## src/ngts_pkg.sv

```systemverilog
`timescale 1ns / 1ps

package ngts_pkg;

    localparam int unsigned MaxTextBytes = 65536;
    localparam int unsigned OfsW         = $clog2(MaxTextBytes + 1);
    localparam int unsigned ResMax       = 3;
    localparam int unsigned QDepth       = 8;
    localparam int unsigned QPtrW        = $clog2(QDepth);
    localparam int unsigned QCntW        = $clog2(QDepth + 1);
    localparam int unsigned ResCntW      = $clog2(ResMax + 1);

    localparam logic [2:0] GramReset = 3'd2;
    localparam logic [2:0] GramMin   = 3'd1;
    localparam logic [2:0] GramMax   = 3'd4;

    typedef logic [OfsW-1:0] t_ofs;

    typedef enum logic [1:0] {
        KIND_TOKEN = 2'd0,
        KIND_DONE  = 2'd1,
        KIND_ERROR = 2'd2
    } t_kind;

    typedef enum logic [1:0] {
        CAT_DIGIT = 2'd0,
        CAT_SPACE = 2'd1,
        CAT_ALPHA = 2'd2,
        CAT_OTHER = 2'd3
    } t_cat;

    typedef struct packed {
        t_ofs       byte_offset;
        t_ofs       token_begin;
        logic [2:0] unit_count;
        t_cat       run_category;
        logic       run_open;
        logic [1:0] bytes_to_skip;
        logic       dropping_text;
    } t_state;

    typedef struct packed {
        t_ofs  token_start;
        t_ofs  token_end;
        t_kind result_kind;
        logic  last_result;
    } t_result;

    localparam t_state StateClear = '{
        byte_offset:   '0,
        token_begin:   '0,
        unit_count:    '0,
        run_category:  CAT_DIGIT,
        run_open:      1'b0,
        bytes_to_skip: '0,
        dropping_text: 1'b0
    };

    function automatic t_cat classify(input logic [7:0] b);
        t_cat c;
        if (b >= 8'h30 && b <= 8'h39) begin
            c = CAT_DIGIT;
        end else if (b <= 8'h20 || b == 8'h7F) begin
            c = CAT_SPACE;
        end else if ((b >= 8'h41 && b <= 8'h5A) || (b >= 8'h61 && b <= 8'h7A)) begin
            c = CAT_ALPHA;
        end else begin
            c = CAT_OTHER;
        end
        return c;
    endfunction

    // Zero means the byte cannot start a character.
    function automatic logic [2:0] lead_length(input logic [7:0] b);
        logic [2:0] len;
        if (b < 8'h80) begin
            len = 3'd1;
        end else if (b >= 8'hC0 && b <= 8'hDF) begin
            len = 3'd2;
        end else if (b >= 8'hE0 && b <= 8'hEF) begin
            len = 3'd3;
        end else if (b >= 8'hF0 && b <= 8'hF7) begin
            len = 3'd4;
        end else begin
            len = 3'd0;
        end
        return len;
    endfunction

endpackage

```

## src/ngram_token_splitter_unit.sv

```systemverilog
`timescale 1ns / 1ps

// Character n-gram token splitter.
// Input channel: one text byte per transfer with an end-of-text mark,
// handshaked by i_valid and o_stall. Output channel: token offsets and
// status results, handshaked by o_valid and i_stall. Each text yields its
// tokens followed by one result with o_last_result set (done or error).
// The gram size register is written through i_cfg_we / i_cfg_wdata; the
// user must write it only while the block is idle, which is not enforced.
// A byte taken is registered, processed by the step logic, and its results
// are written into the result queue, whose head drives the output.
// Throughput: one byte per cycle while o_stall is low. A byte makes zero
// to three results that leave one per cycle, while i_stall is low, through
// an eight-entry result queue; o_stall rises while more than two results
// wait, so bytes that make several results slow the input to the output rate.
// Reset clears the text state and the queue and sets the gram size to 2.
// A stalled receiver keeps the head result steady; the queue absorbs the
// results of bytes already taken.
module ngram_token_splitter_unit (
    input  logic        i_clk,
    input  logic        i_rst_n,
    input  logic        i_cfg_we,
    input  logic [2:0]  i_cfg_wdata,
    input  logic        i_valid,
    output logic        o_stall,
    input  logic [7:0]  i_text_byte,
    input  logic        i_end_of_text,
    output logic        o_valid,
    input  logic        i_stall,
    output logic [16:0] o_token_start,
    output logic [16:0] o_token_end,
    output logic [1:0]  o_result_kind,
    output logic        o_last_result
);
    import ngts_pkg::*;

    logic [2:0]          r_gram_size;
    logic                r_in_valid;
    logic [7:0]          r_in_byte;
    logic                r_in_eot;
    t_state              r_state;
    t_state              n_state;
    t_result [ResMax-1:0] w_res;
    logic [ResCntW-1:0]  w_res_count;
    logic [ResCntW-1:0]  w_push_count;
    t_result             w_head;
    logic                w_room;
    logic                w_accept;

    assign o_stall  = !w_room;
    assign w_accept = i_valid && !o_stall;

    always_ff @(posedge i_clk) begin
        if (!i_rst_n) begin
            r_gram_size <= GramReset;
        end else if (i_cfg_we) begin
            r_gram_size <= i_cfg_wdata;
        end
    end

    always_ff @(posedge i_clk) begin
        if (!i_rst_n) begin
            r_in_valid <= 1'b0;
        end else begin
            r_in_valid <= w_accept;
        end
    end

    always_ff @(posedge i_clk) begin
        if (w_accept) begin
            r_in_byte <= i_text_byte;
            r_in_eot  <= i_end_of_text;
        end
    end

    always_ff @(posedge i_clk) begin
        if (!i_rst_n) begin
            r_state <= StateClear;
        end else if (r_in_valid) begin
            r_state <= n_state;
        end
    end

    ngts_step u_step (
        .i_state       (r_state),
        .i_text_byte   (r_in_byte),
        .i_end_of_text (r_in_eot),
        .i_gram_size   (r_gram_size),
        .o_state       (n_state),
        .o_res         (w_res),
        .o_res_count   (w_res_count)
    );

    assign w_push_count = r_in_valid ? w_res_count : '0;

    ngts_result_fifo u_fifo (
        .i_clk        (i_clk),
        .i_rst_n      (i_rst_n),
        .i_res        (w_res),
        .i_push_count (w_push_count),
        .i_stall      (i_stall),
        .o_valid      (o_valid),
        .o_head       (w_head),
        .o_room       (w_room)
    );

    assign o_token_start = w_head.token_start;
    assign o_token_end   = w_head.token_end;
    assign o_result_kind = w_head.result_kind;
    assign o_last_result = w_head.last_result;

endmodule

```

## src/ngts_step.sv

```systemverilog
`timescale 1ns / 1ps

module ngts_step (
    input  ngts_pkg::t_state                     i_state,
    input  logic [7:0]                           i_text_byte,
    input  logic                                 i_end_of_text,
    input  logic [2:0]                           i_gram_size,
    output ngts_pkg::t_state                     o_state,
    output ngts_pkg::t_result [ngts_pkg::ResMax-1:0] o_res,
    output logic [ngts_pkg::ResCntW-1:0]         o_res_count
);
    import ngts_pkg::*;

    logic [2:0]          w_gram;
    t_cat                w_cat;
    logic [2:0]          w_len;
    logic                w_skip;
    logic                w_start;
    logic                w_emit;
    logic                w_bad;
    t_ofs                w_tb;
    logic [2:0]          w_uc;
    logic [1:0]          w_bts;
    t_ofs                w_bo;
    t_result             w_tok_a;
    t_result             w_tok_b;
    t_result             w_err;
    t_result             w_done;
    logic [ResCntW-1:0]  w_n;

    always_comb begin
        if (i_gram_size < GramMin) begin
            w_gram = GramMin;
        end else if (i_gram_size > GramMax) begin
            w_gram = GramMax;
        end else begin
            w_gram = i_gram_size;
        end

        w_cat   = classify(i_text_byte);
        w_len   = lead_length(i_text_byte);
        w_skip  = (i_state.bytes_to_skip != 2'd0);
        w_start = !w_skip && !(i_state.run_open && w_cat != CAT_OTHER
                               && w_cat == i_state.run_category);
        w_emit  = w_start && (i_state.unit_count >= w_gram);
        w_bad   = w_start && (w_cat == CAT_OTHER) && (w_len == 3'd0);

        w_tb = w_emit ? i_state.byte_offset : i_state.token_begin;
        w_uc = w_emit ? 3'd0 : i_state.unit_count;
        if (w_start && w_cat != CAT_SPACE) begin
            w_uc = w_uc + 3'd1;
        end

        if (w_skip) begin
            w_bts = i_state.bytes_to_skip - 2'd1;
        end else if (w_start && w_cat == CAT_OTHER) begin
            w_bts = w_len[1:0] - 2'd1;
        end else begin
            w_bts = 2'd0;
        end

        w_bo = (i_state.byte_offset < OfsW'(MaxTextBytes))
             ? i_state.byte_offset + t_ofs'(1) : i_state.byte_offset;

        w_tok_a = '{token_start: i_state.token_begin, token_end: i_state.byte_offset,
                    result_kind: KIND_TOKEN, last_result: 1'b0};
        w_tok_b = '{token_start: w_tb, token_end: w_bo,
                    result_kind: KIND_TOKEN, last_result: 1'b0};
        w_err   = '{token_start: '0, token_end: '0,
                    result_kind: KIND_ERROR, last_result: 1'b1};
        w_done  = '{token_start: '0, token_end: '0,
                    result_kind: KIND_DONE, last_result: 1'b1};

        o_state = i_state;
        o_res   = '{default: w_done};
        w_n     = '0;

        if (i_state.dropping_text) begin
            if (i_end_of_text) begin
                o_state = StateClear;
            end
        end else if (w_bad) begin
            if (w_emit) begin
                o_res[w_n] = w_tok_a;
                w_n = w_n + ResCntW'(1);
            end
            o_res[w_n] = w_err;
            w_n = w_n + ResCntW'(1);
            if (i_end_of_text) begin
                o_state = StateClear;
            end else begin
                o_state.dropping_text = 1'b1;
            end
        end else begin
            if (w_emit) begin
                o_res[w_n] = w_tok_a;
                w_n = w_n + ResCntW'(1);
            end
            o_state.byte_offset   = w_bo;
            o_state.token_begin   = w_tb;
            o_state.unit_count    = w_uc;
            o_state.bytes_to_skip = w_bts;
            if (w_start) begin
                o_state.run_open     = (w_cat != CAT_OTHER);
                o_state.run_category = w_cat;
            end
            if (i_end_of_text) begin
                if (w_bts != 2'd0) begin
                    o_res[w_n] = w_err;
                    w_n = w_n + ResCntW'(1);
                end else begin
                    if (w_uc != 3'd0) begin
                        o_res[w_n] = w_tok_b;
                        w_n = w_n + ResCntW'(1);
                    end
                    o_res[w_n] = w_done;
                    w_n = w_n + ResCntW'(1);
                end
                o_state = StateClear;
            end
        end

        o_res_count = w_n;
    end

endmodule

```

## src/ngts_result_fifo.sv

```systemverilog
`timescale 1ns / 1ps

module ngts_result_fifo (
    input  logic                                 i_clk,
    input  logic                                 i_rst_n,
    input  ngts_pkg::t_result [ngts_pkg::ResMax-1:0] i_res,
    input  logic [ngts_pkg::ResCntW-1:0]         i_push_count,
    input  logic                                 i_stall,
    output logic                                 o_valid,
    output ngts_pkg::t_result                    o_head,
    output logic                                 o_room
);
    import ngts_pkg::*;

    t_result            r_mem [QDepth];
    logic [QPtrW-1:0]   r_wr_ptr;
    logic [QPtrW-1:0]   r_rd_ptr;
    logic [QCntW-1:0]   r_count;
    logic               w_pop;

    assign o_valid = (r_count != '0);
    assign w_pop   = o_valid && !i_stall;
    assign o_head  = r_mem[r_rd_ptr];

    // Room for the results of one byte in flight and of one more byte being accepted.
    assign o_room = (r_count <= QCntW'(QDepth - 2 * ResMax));

    always_ff @(posedge i_clk) begin
        for (int i = 0; i < ResMax; i++) begin
            if (i < int'(i_push_count)) begin
                r_mem[r_wr_ptr + QPtrW'(i)] <= i_res[i];
            end
        end
    end

    always_ff @(posedge i_clk) begin
        if (!i_rst_n) begin
            r_wr_ptr <= '0;
            r_rd_ptr <= '0;
            r_count  <= '0;
        end else begin
            r_wr_ptr <= r_wr_ptr + QPtrW'(i_push_count);
            if (w_pop) begin
                r_rd_ptr <= r_rd_ptr + QPtrW'(1);
            end
            r_count <= r_count + QCntW'(i_push_count) - QCntW'(w_pop);
        end
    end

endmodule

```

## config.mk

```make
export PLATFORM = sky130hd
export DESIGN_NAME = ngram_token_splitter_unit
export DESIGN_NICKNAME = d
export VERILOG_FILES = /design/src/ngts_pkg.sv /design/src/ngram_token_splitter_unit.sv /design/src/ngts_step.sv /design/src/ngts_result_fifo.sv
export SDC_FILE = /design/constraint.sdc
export NUM_CORES = 1
export LEC_CHECK = 0
export ABC_AREA = 1
export BUFFER_PORTS_ARGS = -buffer_cell sky130_fd_sc_hd__buf_4
export CAP_MARGIN = 40
export CORE_MARGIN = 3
export CORE_UTILIZATION = 40
export DETAILED_ROUTE_END_ITERATION = 7
export PLACE_DENSITY_LB_ADDON = 0.08
export SLEW_MARGIN = 20
export SYNTH_ARGS = -nofsm -noshare
export SYNTH_HDL_FRONTEND = slang
export SYNTH_HIERARCHICAL = 1
export SYNTH_SLANG_ARGS = --single-unit
```

## constraint.sdc

```tcl
create_clock -name i_clk -period 10.72 [get_ports i_clk]
set_input_delay 1.072 -clock i_clk [delete_from_list [all_inputs] [get_ports i_clk]]
set_output_delay 1.072 -clock i_clk [all_outputs]
set_load 0.02 [all_outputs]
```

# Word level (Yosys, flattened, before mapping)
# Memories as Yosys holds them, arrays and structs flattened. A register that Yosys moved wholly into a read port is not among the register bits.
# Index checks and enable logic that the tools add are counted.
# Widths: inputs -> output; s select.
# totals
register_bits	66
ramBits	296
input_bits	17
output_inout_bits	39
n_memories	1
# mem_list
memory	depth	word_bits	rd	rd_ports_with_merged_regs	wr	line_no	text
u_fifo.r_mem	8	37	1	1	3	ngts_result_fifo.sv:15	t_result r_mem [QDepth];
# classes
add_sub_neg	13
n_lt_le_gt_ge	28
eq_ne	7
mux	66
bitwise	9
n_reduce_logical	32
# ops
cell	n
$mux 111	9
$not 105->105	3
$mux 37	8
$demux 37 s2	3
$and 71x105->105	2
$mux 43	4
$bwmux 111	1
$and 105x105->105	1
$mux 42	1
$mux 2	18
$mux 17	2
$mux 3	11
$ge 8x8->1 const B	3
$le 8x8->1 const B	3
$logic_and 1x1->1	18
$add 17x1->17 const B	1
$lt 17x17->1 const B	1
$ge 8x7->1 const B	2
$le 8x6->1 const B	2
$le 8x7->1 const B	2
$or 5x6->6	2
$add 3x1->3 const B	3
$lt 2x3->1 const B	3
$mux 1	9
29 further kinds	43

# Logic depth before layout (Yosys ltp)
# depth
ltp_word	31
depth_mapped	37
depth_no_buf	33

# Modules after synthesis
# The synthesis kept the hierarchy.
# modules_own_cells
mod	n_inst	cells_each	area_each_um2	seq_area_each_um2
ngts_result_fifo	1	2821	20375.8	9148.8
ngts_step	1	547	2885.3	0.0
ngram_token_splitter_unit	1	309	2207.1	1211.2

# Worst setup path after synthesis
# No wires, ideal clock.
# synth_timing
path_type	register to register
from	reg r_in_byte[7]
to	mem u_fifo/r_mem[2][0] (netlist bit) (enable)
arrival_ns	4.691
t_required_ns	10.114
setup_slack_ns	5.422
stages_incl_launch_ff	33
n_path_buf	6
synth_period_minus_slack_ns	5.298
path_cell_list	edfxtp_1 -> buf_4 -> inv_2 -> nand3_1 -> o21a_1 -> nand2_2 -> nand3_4 -> nand2_1 -> nand2_1 -> nand2_2 -> nand3_4 -> buf_2 -> nand2_1 -> inv_1 -> ha_1 -> nand2_1 -> nand2_2 -> nor2_4 -> nand2_4 -> buf_8 -> buf_8 -> ha_1 -> o21ai_0 -> a21oi_1 -> nor3_1 -> nand2_1 -> inv_1 -> nand2_1 -> inv_1 -> nand3_1 -> buf_2 -> buf_2 -> nand3_1
# synth_lines
element	line_no	text
from (decl)	ngram_token_splitter_unit.sv:39	logic [7:0] r_in_byte;
from (signal assigned)	ngram_token_splitter_unit.sv:71	r_in_byte <= i_text_byte;
to (decl)	ngts_result_fifo.sv:15	

==> flow_summary.json <==
{
  "critical_path.max_fanout": 26,
  "run_status": "complete, no violations",
  "rsz0062_at_grt": "false",
  "cts_resized": 0,
  "max_stage_delay_ps": 610,
  "multi_input_area_sq_um": 12700,
  "muxShareOfSynthArea_pct": 0,
  "cts_setup_buffers": 0,
  "cts_tree": "done",
  "worst_slew_pin_slew_ps": 825,
  "worstPathArrival_ps": 6590,
  "synth_top_family_by_area": "simple AND/OR/NAND/NOR gates",
  "tns_ps": 0,
  "grt_pass1_vias": 23800,
  "fp.dieH_microns": 258,
  "io_pins": 56,
  "fin_util_pct": 44.5,
  "ctsHoldBuffers": 0,
  "drcViolationCount": 0,
  "power.total_w": 0.00601,
  "clk_pin_slew_ps": 60,
  "fill_cells": 6396,
  "place.port_buffers": 55,
  "synth_cells": 3677,
  "power_density_nw_per_um2": 216,
  "start_util_pct": 40.8,
  "root_buffer": "clkbuf_16",
  "wire_per_inst_microns": 22.8,
  "setup_viol": 0,
  "whs_ps": 470,
  "track_usage_pct": 29.1,
  "placed_cells": 4298,
  "place.gp.congestion": 0.920,
  "instances_no_fill": 4390,
  "area.growth.synth_to_final_pct": 9.13,
  "hpwl_microns": 60500,
  "vias": 25900,
  "ir_drop_mv": 0.174,
  "ys_ff_latch": 365,
  "antenna_found_initial": 1,
  "max_slew_margin_pct": 45.0,
  "cts_max_level": 2,
  "routed_via_density": 5.91,
  "crit_top_cell": "nand2_1",
  "synth_xor_area_share_pct": 0.585,
  "skew_ps": 20.9,
  "core_sq_um": 62400,
  "dieArea_sq_um": 66700,
  "routed_wl_microns": 100000,
  "fmax_mhz": 157,
  "cts_buffers": 45,
  "cp_data_required_time_ps": 10930,
  "hp-class": "flip-flop to flip-flop",
  "finalMaxSlewViolations": 0,
  "drt_iter0_markers": 3404,
  "hold_viol": 0,
  "clock_latency_ps": 590,
  "grt_max_degree": 89,
  "fin_crit_sh_pct": 59.4,
  "p_leak_nw": 12.7,
  "die_w_microns": 258,
  "nets": 3555,
  "endpoint_kind": "flip-flop",
  "clockBufferDepth": 3,
  "avgSynthCellArea_sq_um": 6.93,
  "crit_type": "flip-flop to flip-flop",
  "synth_area_sq_um": 25500,
  "synth_warnings": 6,
  "synth_adder_area_share_pct": 0.992,
  "yosysSeqAreaShare_pct": 40.7,
  "postRouteAntennaNets": 0,
  "grt_pass1_wl_microns": 150000,
  "regArea_sq_um": 10400,
  "first_pass_iters": 6,
  "period_needed_ps": 6370,
  "max-cap-violations": 0,
  "cts_sinks": 365,
  "synthSimpleGateAreaFrac_pct": 40.0,
  "cp_slowest_cell": "nand3_2",
  "synth_cell_type_count": 47,
  "core.rowCount": 91,
  "synth_compound_area_share_pct": 7.14,
  "final_layout_size_suffix_gt1_share_pct": 7.49,
  "grt_remaining_overflow": 0,
  "worstSetupStartpointType": "flip-flop",
  "diodes": 0
}
[per-layer routing]
layer	GRT usage (%)	up-vias	share of wire, %
met2	44.2	1621	43
met4	11.9	0	4.2
li1	-	11900	-
met5	0	-	0
met1	40.5	12100	42
met3	5.99	306	11
[sequential cells by signal, summed over array words and instances, names as in the netlist, named ones only]
name             count
u_fifo/r_mem       296
r_in_byte            8
u_fifo/r_rd_ptr      3
r_state             43
r_in_eot             1
u_fifo/r_count       4
u_fifo/r_wr_ptr      3
r_gram_size          3
r_in_valid           1
[placed cells by master (no fill, tap or decap), drive strengths merged, types with 17 or more instances in the layout]
cell,count
a21oi,50
buf,118
clkbuf,59
conb,37
dfxtp,60
edfxtp,305
ha,17
inv,234
nand2,1241
nand3,350
nand4,314
nor2,381
nor3,34
o21ai,258
o22ai,33
[synth_stat cells (all sizes together)]
cell	instances	area (sq um)
edfxtp	305	9160
nand3b	7	52.6
o211ai	1	7.51
nor4	1	6.26
buf	249	1390
ha	17	213
o22ai	33	206
fa	2	40.0
or2	2	12.5
inv	231	867
nand4	314	1990
nand3	350	1780
o21a	1	7.51
nor2	381	1460
conb	2	7.51
xnor2	1	8.76
xor2	16	140
nand2	1241	4700
nor3b	1	7.51
a21oi	50	254
a22o	1	8.76
o31ai	1	7.51
nor3	34	185
clkinv	5	20.0
dfxtp	60	1200
a31oi	3	18.8
a2bb2oi	1	8.76
o21ai	258	1300
clkbuf	109	409
[worst paths after layout]
check / start / to / slack (ps) / cells past startpoint
max: r_in_byte[7]$_DFFE_PP_ / u_fifo/r_mem[3][22]$_DFFE_PP_ / 4350 / 29
min: r_gram_size[0]$_SDFFE_PN0P_ / r_gram_size[0]$_SDFFE_PN0P_ / 470 / 2
max reg2reg: r_in_byte[7]$_DFFE_PP_ / u_fifo/r_mem[3][22]$_DFFE_PP_ / 4350 / 29
min reg2reg: r_gram_size[0]$_SDFFE_PN0P_ / r_gram_size[0]$_SDFFE_PN0P_ / 470 / 2
[power by group]
group / internal, W / leakage, nW / switching [W]
logic: 0.000738 / 8.49 / 0.00185
registers: 0.00174 / 3.51 / 0.000102
clock network: 0.000948 / 0.730 / 0.000626
total: 0.00343 / 12.7 / 0.00258
[area by class of cell]
cell class / instances / area share [%]
inverters: 236 / 3.22
flip-flops and latches: 365 / 37.3
multi-input cells: 2753 / 45.7
well taps: 837 / 3.77
clock buffers: 59 / 4.42
repair buffers: 118 / 4.58
clock inverters: 22 / 0.959
[critical path, delay by kind of cell (launching register included)]
family | cells | cell delay (ps)
buf+inv | 6 | 1570
compound gates | 2 | 270
simple gates | 19 | 2850
fa+ha+maj | 2 | 680
flops | 1 | 560
[kinds of logic (layout without fill, tap and decap cells)]
logic type / Yosys count / count (layout)
fa+ha+maj: 19 / 19
other cells: 2 / 37
compound gates: 349 / 349
simple gates: 2331 / 2331
xor+xnor: 17 / 17
flops: 365 / 365
buf+inv: 594 / 435
[through the flow]
| step | instance area [sq um] | setup slack (ps) |
|---|---|---|
| after CTS | 27500 | 4370 |
| after global placement | 25700 | 4520 |
| after global routing | 27800 | 3960 |
| after detailed placement | 26000 | 4410 |
| final | 27800 | 4350 |
| after floorplan | 25600 | 5420 |
Note: power is estimated with default switching activity, not from simulation.
